## config.mk

```make
export PLATFORM = sky130hd
export DESIGN_NAME = key_matrix_debounce_scanner_top
export DESIGN_NICKNAME = d
export VERILOG_FILES = /design/src/kmds_pkg.sv /design/src/kmds_ctrl.sv /design/src/kmds_datapath.sv /design/src/key_matrix_debounce_scanner_top.sv
export SDC_FILE = /design/constraint.sdc
export NUM_CORES = 1
export LEC_CHECK = 0
export BUFFER_PORTS_ARGS = -buffer_cell sky130_fd_sc_hd__buf_2
export CAP_MARGIN = 5
export CORE_MARGIN = 5
export CORE_UTILIZATION = 50
export DETAILED_ROUTE_END_ITERATION = 12
export PLACE_DENSITY = 0.72
export SLEW_MARGIN = 10
export SYNTH_ARGS = -nofsm -noshare
export SYNTH_HDL_FRONTEND = slang
export SYNTH_SLANG_ARGS = --single-unit
```

## constraint.sdc

```tcl
create_clock -name clk -period 3.5 [get_ports clk]
set_input_delay 0.175 -clock clk [delete_from_list [all_inputs] [get_ports clk]]
set_output_delay 0.175 -clock clk [all_outputs]
set_load 0.05 [all_outputs]
```

## src/kmds_pkg.sv

```systemverilog
// shared types, constants and helpers for the key matrix debounce scanner
// no dependencies; every other file in src uses this package by scoped names
package kmds_pkg;

	localparam int MATRIX_SIZE = 8;
	localparam int NUM_KEYS    = MATRIX_SIZE * MATRIX_SIZE;
	localparam int ROW_W       = $clog2(MATRIX_SIZE);
	localparam int COL_W       = $clog2(MATRIX_SIZE);
	localparam int CNT_W       = $clog2(MATRIX_SIZE + 1);
	localparam int KEY_W       = $clog2(NUM_KEYS);

	localparam logic [3:0]       ROW_LIMIT = 4'(MATRIX_SIZE);
	localparam logic [CNT_W-1:0] COL_COUNT = CNT_W'(MATRIX_SIZE);

	localparam logic [7:0] HIST_ALL_LOW  = 8'h00;
	localparam logic [7:0] HIST_ALL_HIGH = 8'hff;

	typedef struct packed {
		logic [2:0] row_number;
		logic [7:0] column_bits;
	} row_item_t;

	typedef struct packed {
		logic [5:0] key_index;
		logic       pressed;
		logic       last;
	} key_event_t;

	// controller to datapath
	typedef struct packed {
		logic             load;
		logic             rd_en;
		logic [COL_W-1:0] rd_col;
		logic             eval_en;
		logic [COL_W-1:0] eval_col;
		logic             flush;
	} ctrl_cmd_t;

	// datapath to controller
	typedef struct packed {
		logic evt;
		logic pend_valid;
		logic out_free;
	} dp_status_t;

	function automatic logic [KEY_W-1:0] key_addr(input logic [ROW_W-1:0] row,
			input logic [COL_W-1:0] col);
		key_addr = KEY_W'(row) * KEY_W'(MATRIX_SIZE) + KEY_W'(col);
	endfunction

endpackage

```

## src/kmds_ctrl.sv

```systemverilog
// sequencer for the key matrix debounce scanner: row accept, column walk, writeback
// depends on kmds_pkg
module kmds_ctrl (
	input  logic                clk,
	input  logic                arst_n,
	input  logic                row_valid,
	output logic                row_stall,
	input  logic [2:0]          row_number,
	input  kmds_pkg::dp_status_t st,
	output kmds_pkg::ctrl_cmd_t  cmd
);

	typedef enum logic [1:0] {
		IDLE,
		RUN,
		DONE
	} state_t;

	state_t                      state_q;
	logic [kmds_pkg::CNT_W-1:0]  rd_cnt_q;
	logic [kmds_pkg::COL_W-1:0]  eval_col_s1;
	logic                        eval_vld_s1;

	logic issue_active;
	logic blocked;
	logic advance;
	logic accept;
	logic in_range;

	assign row_stall    = (state_q != IDLE);
	assign accept       = row_valid && (state_q == IDLE);
	assign in_range     = ({1'b0, row_number} < kmds_pkg::ROW_LIMIT);
	assign issue_active = (rd_cnt_q < kmds_pkg::COL_COUNT);
	// an event found while one is pending needs the output register
	assign blocked      = eval_vld_s1 && st.evt && st.pend_valid && !st.out_free;
	assign advance      = (state_q == RUN) && !blocked;

	always_comb begin
		cmd.load     = accept && in_range;
		cmd.rd_en    = advance && issue_active;
		cmd.rd_col   = rd_cnt_q[kmds_pkg::COL_W-1:0];
		cmd.eval_en  = advance && eval_vld_s1;
		cmd.eval_col = eval_col_s1;
		cmd.flush    = (state_q == DONE) && (!st.pend_valid || st.out_free);
	end

	always_ff @(posedge clk or negedge arst_n) begin
		if (!arst_n) begin
			state_q     <= IDLE;
			rd_cnt_q    <= '0;
			eval_col_s1 <= '0;
			eval_vld_s1 <= 1'b0;
		end else begin
			unique case (state_q)
				IDLE: begin
					if (accept && in_range) begin
						state_q     <= RUN;
						rd_cnt_q    <= '0;
						eval_vld_s1 <= 1'b0;
					end
				end
				RUN: begin
					if (advance) begin
						eval_vld_s1 <= issue_active;
						eval_col_s1 <= rd_cnt_q[kmds_pkg::COL_W-1:0];
						if (issue_active) begin
							rd_cnt_q <= rd_cnt_q + 1'b1;
						end else begin
							state_q <= DONE;
						end
					end
				end
				DONE: begin
					if (cmd.flush) begin
						state_q <= IDLE;
					end
				end
				default: begin
					state_q <= IDLE;
				end
			endcase
		end
	end

endmodule

```

## src/kmds_datapath.sv

```systemverilog
// datapath of the key matrix debounce scanner: key state, history memory, event output
// depends on kmds_pkg
module kmds_datapath (
	input  logic                 clk,
	input  logic                 arst_n,
	input  kmds_pkg::row_item_t  row_data,
	input  kmds_pkg::ctrl_cmd_t  cmd,
	output kmds_pkg::dp_status_t st,
	output logic                 evt_valid,
	input  logic                 evt_stall,
	output kmds_pkg::key_event_t evt_data
);

	localparam int MS = kmds_pkg::MATRIX_SIZE;

	logic [MS-1:0]              stable_q [MS];
	logic [MS-1:0]              flags_q  [MS];
	logic [kmds_pkg::ROW_W-1:0] row_q;
	logic [MS-1:0]              cols_q;
	logic [MS-1:0]              wflags_q;
	logic [MS-1:0]              wstab_q;

	logic [7:0]                 hist_mem [kmds_pkg::NUM_KEYS];
	logic [kmds_pkg::NUM_KEYS-1:0] hvalid_q;
	logic [7:0]                 hist_s1;
	logic                       hvld_s1;

	logic                       pend_vld_q;
	logic [5:0]                 pend_key_q;
	logic                       pend_press_q;
	logic                       out_vld_q;
	kmds_pkg::key_event_t       out_q;

	logic [kmds_pkg::ROW_W-1:0] row_idx;
	logic [MS-1:0]              cols_in;
	logic [7:0]                 hist_old;
	logic [7:0]                 hist_new;
	logic                       flagged;
	logic                       stab_bit;
	logic                       press;
	logic                       release_evt;
	logic                       evt;
	logic [kmds_pkg::KEY_W-1:0] eval_key;
	logic [kmds_pkg::KEY_W-1:0] rd_key;
	logic                       push;
	kmds_pkg::key_event_t       push_data;

	assign row_idx  = row_data.row_number[kmds_pkg::ROW_W-1:0];
	assign cols_in  = row_data.column_bits[MS-1:0];
	// never written entries read as all ones
	assign hist_old = hvld_s1 ? hist_s1 : kmds_pkg::HIST_ALL_HIGH;
	assign hist_new = {hist_old[6:0], cols_q[cmd.eval_col]};
	assign flagged  = wflags_q[cmd.eval_col];
	assign stab_bit = wstab_q[cmd.eval_col];
	assign press       = flagged && (hist_new == kmds_pkg::HIST_ALL_LOW) && stab_bit;
	assign release_evt = flagged && (hist_new == kmds_pkg::HIST_ALL_HIGH) && !stab_bit;
	assign evt      = press || release_evt;
	assign eval_key = kmds_pkg::key_addr(row_q, cmd.eval_col);
	assign rd_key   = kmds_pkg::key_addr(row_q, cmd.rd_col);

	assign st.evt        = evt;
	assign st.pend_valid = pend_vld_q;
	assign st.out_free   = !out_vld_q || !evt_stall;

	assign push = (cmd.eval_en && evt && pend_vld_q) || (cmd.flush && pend_vld_q);
	always_comb begin
		push_data.key_index = pend_key_q;
		push_data.pressed   = pend_press_q;
		push_data.last      = cmd.flush;
	end

	assign evt_valid = out_vld_q;
	assign evt_data  = out_q;

	// history memory, one port written at the evaluated key, one read ahead
	always_ff @(posedge clk) begin
		if (cmd.eval_en && flagged) begin
			hist_mem[eval_key] <= hist_new;
		end
		if (cmd.rd_en) begin
			hist_s1 <= hist_mem[rd_key];
		end
	end

	always_ff @(posedge clk or negedge arst_n) begin
		if (!arst_n) begin
			for (int i = 0; i < MS; i++) begin
				stable_q[i] <= '1;
				flags_q[i]  <= '0;
			end
			hvalid_q   <= '0;
			hvld_s1    <= 1'b0;
			pend_vld_q <= 1'b0;
			out_vld_q  <= 1'b0;
		end else begin
			if (cmd.eval_en && flagged) begin
				hvalid_q[eval_key] <= 1'b1;
			end
			if (cmd.rd_en) begin
				hvld_s1 <= hvalid_q[rd_key];
			end
			if (cmd.flush) begin
				stable_q[row_q] <= wstab_q;
				flags_q[row_q]  <= wflags_q;
			end
			if (cmd.eval_en && evt) begin
				pend_vld_q <= 1'b1;
			end else if (cmd.flush) begin
				pend_vld_q <= 1'b0;
			end
			if (push) begin
				out_vld_q <= 1'b1;
			end else if (!evt_stall) begin
				out_vld_q <= 1'b0;
			end
		end
	end

	always_ff @(posedge clk) begin
		if (cmd.load) begin
			row_q    <= row_idx;
			cols_q   <= cols_in;
			wflags_q <= flags_q[row_idx] | (cols_in ^ stable_q[row_idx]);
			wstab_q  <= stable_q[row_idx];
		end
		if (cmd.eval_en && evt) begin
			wstab_q[cmd.eval_col]  <= ~stab_bit;
			wflags_q[cmd.eval_col] <= 1'b0;
			pend_key_q   <= 6'(eval_key);
			pend_press_q <= press;
		end
		if (push) begin
			out_q <= push_data;
		end
	end

endmodule

```

## src/key_matrix_debounce_scanner_top.sv

```systemverilog
// top level of the key matrix debounce scanner
// depends on kmds_pkg, kmds_ctrl and kmds_datapath
//
// one beat on the row channel carries a scanned matrix row: its number and its
// active-low column lines. every key of the matrix keeps a stable state, a change
// flag and an eight-sample history; a column that differs from its stable value
// raises the flag, and each flagged column (ascending) shifts its current bit into
// its history. eight lows on a released key give a press beat, eight highs on a
// pressed key give a release beat, with last set on the final beat of the row.
// a row inside the matrix goes from accept to the next accept through the accept
// cycle, the column walk through the history memory (one column per cycle unless
// an event waits on a stalled output register, read one column ahead of the write),
// a drain and a writeback; a waiting event also holds the writeback. a row number
// outside the matrix is accepted and dropped.
// the history memory needs no clearing pass: per-key valid bits cleared at reset
// make an unwritten entry read as all ones.

module key_matrix_debounce_scanner_top (
	input  logic                 clk,
	input  logic                 arst_n,
	input  logic                 row_valid,
	output logic                 row_stall,
	input  kmds_pkg::row_item_t  row_data,
	output logic                 evt_valid,
	input  logic                 evt_stall,
	output kmds_pkg::key_event_t evt_data
);

	// command and status between sequencer and datapath
	kmds_pkg::ctrl_cmd_t  cmd;
	kmds_pkg::dp_status_t st;

	// sequencer: accept, column counter, read-ahead stage, writeback
	kmds_ctrl u_ctrl (
		.clk        (clk),
		.arst_n     (arst_n),
		.row_valid  (row_valid),
		.row_stall  (row_stall),
		.row_number (row_data.row_number),
		.st         (st),
		.cmd        (cmd)
	);

	// datapath: per-row state, history memory, pending event and output register
	kmds_datapath u_dp (
		.clk       (clk),
		.arst_n    (arst_n),
		.row_data  (row_data),
		.cmd       (cmd),
		.st        (st),
		.evt_valid (evt_valid),
		.evt_stall (evt_stall),
		.evt_data  (evt_data)
	);

endmodule

```

==> results of run 1 <==
worst min path at each step:
stage / start / to / slack [ns] / cells past startpoint
2_1_floorplan: arst_n / u_ctrl.eval_col_s1[0] / -0.12 / 0
3_3_place_gp: arst_n / u_dp.flags_q[62] / 0.32 / 1
3_5_place_dp: arst_n / u_dp.hvalid_q[37] / 0.35 / 1
4_1_cts: row_valid / u_ctrl.state_q[0] / 0.04 / 4
5_1_grt: row_valid / u_ctrl.state_q[0] / 0.09 / 4
6_report: row_valid / u_ctrl.state_q[0] / 0.07 / 4
layer usage:
| layer | wire length (um) | share of wire (%) | vias up | global-route usage, % |
|---|---|---|---|---|
| met1 | 27200 | 41 | 8082 | 30.1 |
| met4 | 2370 | 3.6 | 0 | 7.62 |
| met3 | 4900 | 7.3 | 139 | 4.28 |
| met5 | 0 | 0 | - | 0 |
| met2 | 32300 | 48 | 693 | 34.2 |
| li1 | - | - | 6560 | - |
worst min-delay path: cells and delay by family:
family	cells	cell delay [ns]
buffers and inverters	2	0.31
AND/OR/NAND/NOR	2	0.14
flip-flops by register name, indices dropped and copies added, names as in the netlist, 2 cells and up:
name and count:
u_ctrl.eval_col_s1 3, u_ctrl.rd_cnt_q 4, u_ctrl.state_q 2, u_dp.cols_q 8, u_dp.evt_data 8, u_dp.flags_q 64, u_dp.hist_mem 448, u_dp.hist_s1 7
u_dp.hvalid_q 64, u_dp.pend_key_q 6, u_dp.row_q 3, u_dp.stable_q 64, u_dp.wflags_q 8, u_dp.wstab_q 8
cell usage in the layout (no fill, tap or decap), types with 18 or more instances in the layout:
cell       Yosys  layout
dfrtp_1      141     139
mux2i_1       84      84
or2_2         48      48
nor2_1        38      38
mux2_2       143     143
clkbuf_16      0      76
o22ai_1       18      18
buf_4          2     125
mux4_2       156     156
buf_2         21      23
dfstp_2       64      64
a21oi_1       26      26
nand2_1       32      31
edfxtp_1     481     481
nor4_1        49      47
where the power goes:
group	switching (uW)	internal, uW	leakage [uW]
logic	4150	2720	0.00374
registers	622	10600	0.00674
clock network	3210	4810	0.00124
total	7990	18200	0.0117
stage by stage:
stage	TNS (ns)	utilization (%)	hold WS, ns
2_1_floorplan	0	-	-0.121
3_3_place_gp	0	53.8	0.324
3_5_place_dp	0	53.8	0.351
4_1_cts	0	58.4	0.0446
5_1_grt	-0.131	58.5	0.0871
6_report	0	58.5	0.0736
logic make-up (layout without fill, tap and decap cells):
family                   after synthesis  count (layout)  share of synthesized area [%]
buffers and inverters                125             315                           1.78
AO/OA/AOI/OAI                        107             107                           2.50
flip-flops                           702             702                           69.5
XOR/XNOR                               8               8                          0.244
AND/OR/NAND/NOR                      259             259                           5.21
multiplexers                         383             383                           20.7
adder cells (fa/ha/maj)                1               1                         0.0435
cell type report:
| cell class | count | share of cell area, % |
|---|---|---|
| flip-flops and latches | 702 | 60.3 |
| multi-input cells | 758 | 25.0 |
| clock buffers | 106 | 6.47 |
| repair buffers | 169 | 4.12 |
| well taps | 756 | 2.85 |
| clock inverters | 30 | 1.14 |
| inverters | 10 | 0.113 |
what timing repair did:
item	4_1_cts	5_1_grt
endpoints found under the setup margin	0	19
endpoints found under the hold margin	84	0
buffers inserted	0	0
hold buffers	10	0
resized for setup	0	2
==> metrics.txt, run 1 <==
status complete, no violations; # fillers around 4,000; top-count cell post-synth edfxtp_1; clock tree buffer depth 3; Placed Area 30,500 um^2; top-area cell type share of the netlist area between 50% and 60%; CP delay by family, top simple AND/OR/NAND/NOR gates; Final Slew Violations 0; Slew headroom approximately 22%; WL/cell 26.4 um; sequential area share after synthesis between 60 and 70%; core area approximately 57,000 um^2; CP Cell Sequence mux4_2 -> nor2_4 -> and3b_1 -> o211a_2 -> nor4_1 -> buf_4; R2R depth 6; max-cap viol count 0; Antenna diodes 0; via count ~15,000; Critical Path End u_dp.hist_mem[21][1]; final instance area ~33,000 um^2; DR pass1 iterations 5; crit start category flip-flop; antenna violations before repair 0; slowest stage cell, crit path nor4_1; syn avg cell area about 18 um^2; reg-to-reg startpoint u_ctrl.eval_col_s1[0]; hpwl dp 41.4 mm; placed cells between 2,000 and 2,500; Synth Instances about 1,600; min-delay worst type primary input to flip-flop; CTS clk-pin slew, worst paths about 0.06 ns; FF-to-FF setup slack approximately 0.11 ns; syn_nets approximately 1,600; synth unique cells 62; crit path time final roughly 3.4 ns; Final Non-Filler Cells ~2,500; pwr dens 789 nW/um^2; CP max stage delay around 0.80 ns; Starting DRT DRC Count 1,598; critical path type flip-flop to flip-flop; layout overhead on the synthesized area 15.3%; DIE WIDTH between 200 and 250 um; RSZ-0062 raised after global routing true; drt total wl approximately 67 mm; I/O pin count 25; Chip Height 250 um; Max IR drop VDD roughly 0.71 mV; CP Buf/Inv Count 1; final hold violations 0; clk root buf clkbuf_16; layout cell share with drive strength beyond 1 40.2%; wire length of the first global-routing pass a little over 100 mm; largest net degree at the start of global routing approximately 100; ys flop type edfxtp_1; Initial Utilization 50.7%; Worst-Skew Late Latency 0.62 ns; Critical path origin u_ctrl.eval_col_s1[0]; htree depth 3; global placement routability congestion approximately 0.87; Pleak 0.0117 uW; Layout Nets about 1,700; vias in the first global route 16,100; Async S/R FF share, synth roughly 29%; top cells by count, synth edfxtp_1 (481), mux4_2 (156), mux2_2 (143), dfrtp_1 (141), mux2i_1 (84); Crit path depth 6; Worst Path Arrival 3.70 ns; TritonCTS Buffers 73; fmax between 200 and 300 MHz; CTS tree built; Slew @ Worst Pin ~1.2 ns; area of the mapped netlist roughly 29,000 um^2; # DRC 0; Total GRT Usage 21.5%; Multi-input gate area 8300 um^2; FF+latch count, synth 702; Vias/cell between 6 and 7; fin crit share between 90% and 100%; critical path required time around 3.8 ns; FP Rows between 80 and 90; Post-synth EDFFs 481; total gr overflow 0; worst r2r dst u_dp.hist_mem[21][1]; Worst Skew about 0.026 ns; # setup viols final 0; clock sinks around 700; FF/Latch Area roughly 20,000 um^2; DRT antenna net count 0; pre-CTS WS between 0.1 and 0.15 ns; PortBufs 24; YS warnings 0; die area 62,400 um^2; Tot Pwr 26,200 uW; post-synth top area cell edfxtp_1; synth top area cells edfxtp_1 (50%), dfrtp_1 (12%), mux4_2 (12%); CP Capture Type flip-flop; final setup margin about 0.11 ns; crit-path max FO 15
Note: power is estimated with default switching activity, not from simulation.
==> run 2, diff against run 1 <==
- GPL_TIMING_DRIVEN: not set -> 0
==> run 2 against run 1 <==
Against the previous run:
- die area is the same
- register-to-register slack got worse by 0.10 ns
- worst hold slack worse by 0.047 ns
- first-iteration DRC count increased by 25%
- wire length rose by 16%
- sequential share of layout area decreased by 1.8 points
- fmax fell by 2.9%
- via count up 6.7%
- design area is 3.0% higher
- clock-buffer cell count decreased by 9
- clock skew down 0.0068 ns
- global-route usage is 3.3 points higher
==> metrics.txt, run 2 (synthesis results as in run 1) <==
CTS tree built; Power Internal roughly 18,000 uW; Gate power share a little under a third; drt total wl 77.8 mm; Max IR drop VDD 0.590 mV; crit-path max FO 10; placed cells 2,421; clock sinks roughly 700; Final Non-Filler Cells about 2,600; layout cell share with drive strength beyond 1 42.5%; sequential fraction of design power roughly two fifths; Starting DRT DRC Count around 2,000; WL/cell roughly 30 um; FF/Latch Area 20,000 um^2; min-delay worst type primary input to asynchronous set/reset pin; hpwl dp 50.2 mm; antenna violations before repair 1; Switching Share about a third; pwr dens about 800 nW/um^2; Initial Utilization between 50% and 60%; # fillers 3,951; CTS clk-pin slew, worst paths approximately 0.07 ns; CP Capture Type flip-flop; Chip Height between 200 and 250 um; largest net degree at the start of global routing 91; Vias/cell roughly 6.4; # DRC 0; crit start category flip-flop; max reg flops roughly 450; met2 WL post-DR roughly 37 mm; Antenna diodes 0; DRT antenna net count 0; Worst-Skew Late Latency ~0.63 ns; TritonCTS Buffers 72; fin crit share 99.8%; most common cell after layout, fill and taps aside edfxtp_1; status complete, no violations; FP Rows a little under 90; pre-CTS WS -1.26 ns; DR top layer met4; critical path type flip-flop to flip-flop; fmax 286 MHz; total gr overflow 0; # setup viols final 0; Layout Nets between 1,500 and 2,000; I/O pin count 25; wire length of the first global-routing pass about 110 mm; Final Slew Violations 0; Top reg by flops u_dp.hist_mem; vias in the first global route between 15,000 and 20,000; Multi-input gate area approximately 9100 um^2; htree depth 3; DIE WIDTH 250 um; Pleak ~0.012 uW; Core Util, Final approximately 60%; clock power share between 20% and 30%; crit path time final around 3.5 ns; max-cap viol count 0; Worst Skew between 0.015 and 0.02 ns; Slew @ Worst Pin 1.44 ns; commonest cells after routing, fill and taps aside edfxtp_1 (481), mux4_2 (156), mux2_2 (143); final hold violations 0; PortBufs 24; R2R depth 6; global placement routability congestion just under 1; die area slightly above 60,000 um^2; DR pass1 iterations 6; RSZ-0062 raised after global routing true; clock tree buffer depth 3; met3 wire length roughly 8 mm; via count approximately 17,000; clk root buf clkbuf_16; Sw Pwr 9140 uW; Total GRT Usage between 20% and 30%; layout overhead on the synthesized area 18.8%; final setup margin 0.00715 ns; critical path required time roughly 3.9 ns; Worst Path Arrival ~3.8 ns; setup TNS 0 ns; Slew headroom between 3 and 4%; core area 56,700 um^2; Metal-1 WL around 30 mm; Tot Pwr between 20,000 and 30,000 uW
run 2: cell types whose count changed in the layout (fill, tap and decap cells not counted), moves of 7 or more:
| cell | delta |
|---|---|
| buf_2 | +20 |
| buf_4 | -54 |
| buf_6 | +8 |
| clkbuf_1 | +42 |
| clkbuf_2 | +10 |
| nor2_1 | -10 |
| nor2_4 | +7 |
| nor4_1 | -45 |
| nor4_4 | +42 |
run 2: worst paths after layout:
check / slack [ns] / from / endpoint
setup / recovery: 0.007 / u_dp.row_q[0] / u_dp.hist_s1[5]
hold reg to reg: 0.42 / u_dp.pend_key_q[3] / u_dp.evt_data[5]
setup reg to reg: 0.007 / u_dp.row_q[0] / u_dp.hist_s1[5]
hold / removal: 0.03 / arst_n / u_dp.hvalid_q[51]
min in group clk: 0.29 / row_valid / u_ctrl.rd_cnt_q[0]
max in group asynchronous: 2.71 / arst_n / u_dp.stable_q[33]
run 2: final cells by class:
class                   instances  area share [%]
clock buffers                  97            5.85
plain buffers                 102            1.71
well taps                     756            2.77
multi-input cells             760            26.6
flip-flops and latches        702            58.5
inverters                      10           0.110
clock inverters                37            1.42
repair buffers                116            3.05
run 2: worst max-delay path: stages (launching register included):
cell and delay, ns:
edfxtp_1 0.60, clkbuf_2 0.39, nand3_1 0.52, clkbuf_1 0.77, o22ai_1 0.39, a211oi_2 0.42, nand2_1 0.12
run 2: repair_timing:
action | in CTS | in global routing
gates cloned | 2 | 0
endpoints found under the setup margin | 567 | 361
hold buffers | 13 | 0
pin swaps | 7 | 8
endpoints found under the hold margin | 158 | 0
gates resized for setup | 121 | 38
setup buffers | 12 | 11
run 2: per-stage QoR:
stage	hold WS (ns)	cell area (um^2)
6_report	0.0270	34200
2_1_floorplan	-0.121	28800
4_1_cts	0.0202	33900
3_5_place_dp	0.0750	30700
5_1_grt	0.0415	34200
3_3_place_gp	0.407	29800
run 2: per-layer routing:
| metal | global-route usage, % | vias up |
|---|---|---|
| met3 | 6.86 | 215 |
| met4 | 9.91 | 0 |
| met5 | 0 | - |
| met1 | 33.4 | 8662 |
| met2 | 38.7 | 964 |
| li1 | - | 6668 |
run 2: power by group through the flow:
stage / Clock (uW) / Sequential, uW / Combinational [uW]
after CTS: 8100 / 11000 / 8070
after global placement: 0 / 11100 / 7060
final: 8030 / 11100 / 8330
after floorplan: 0 / 11000 / 4580
after global routing: 8490 / 11100 / 8580
after detailed placement: 0 / 11100 / 7670
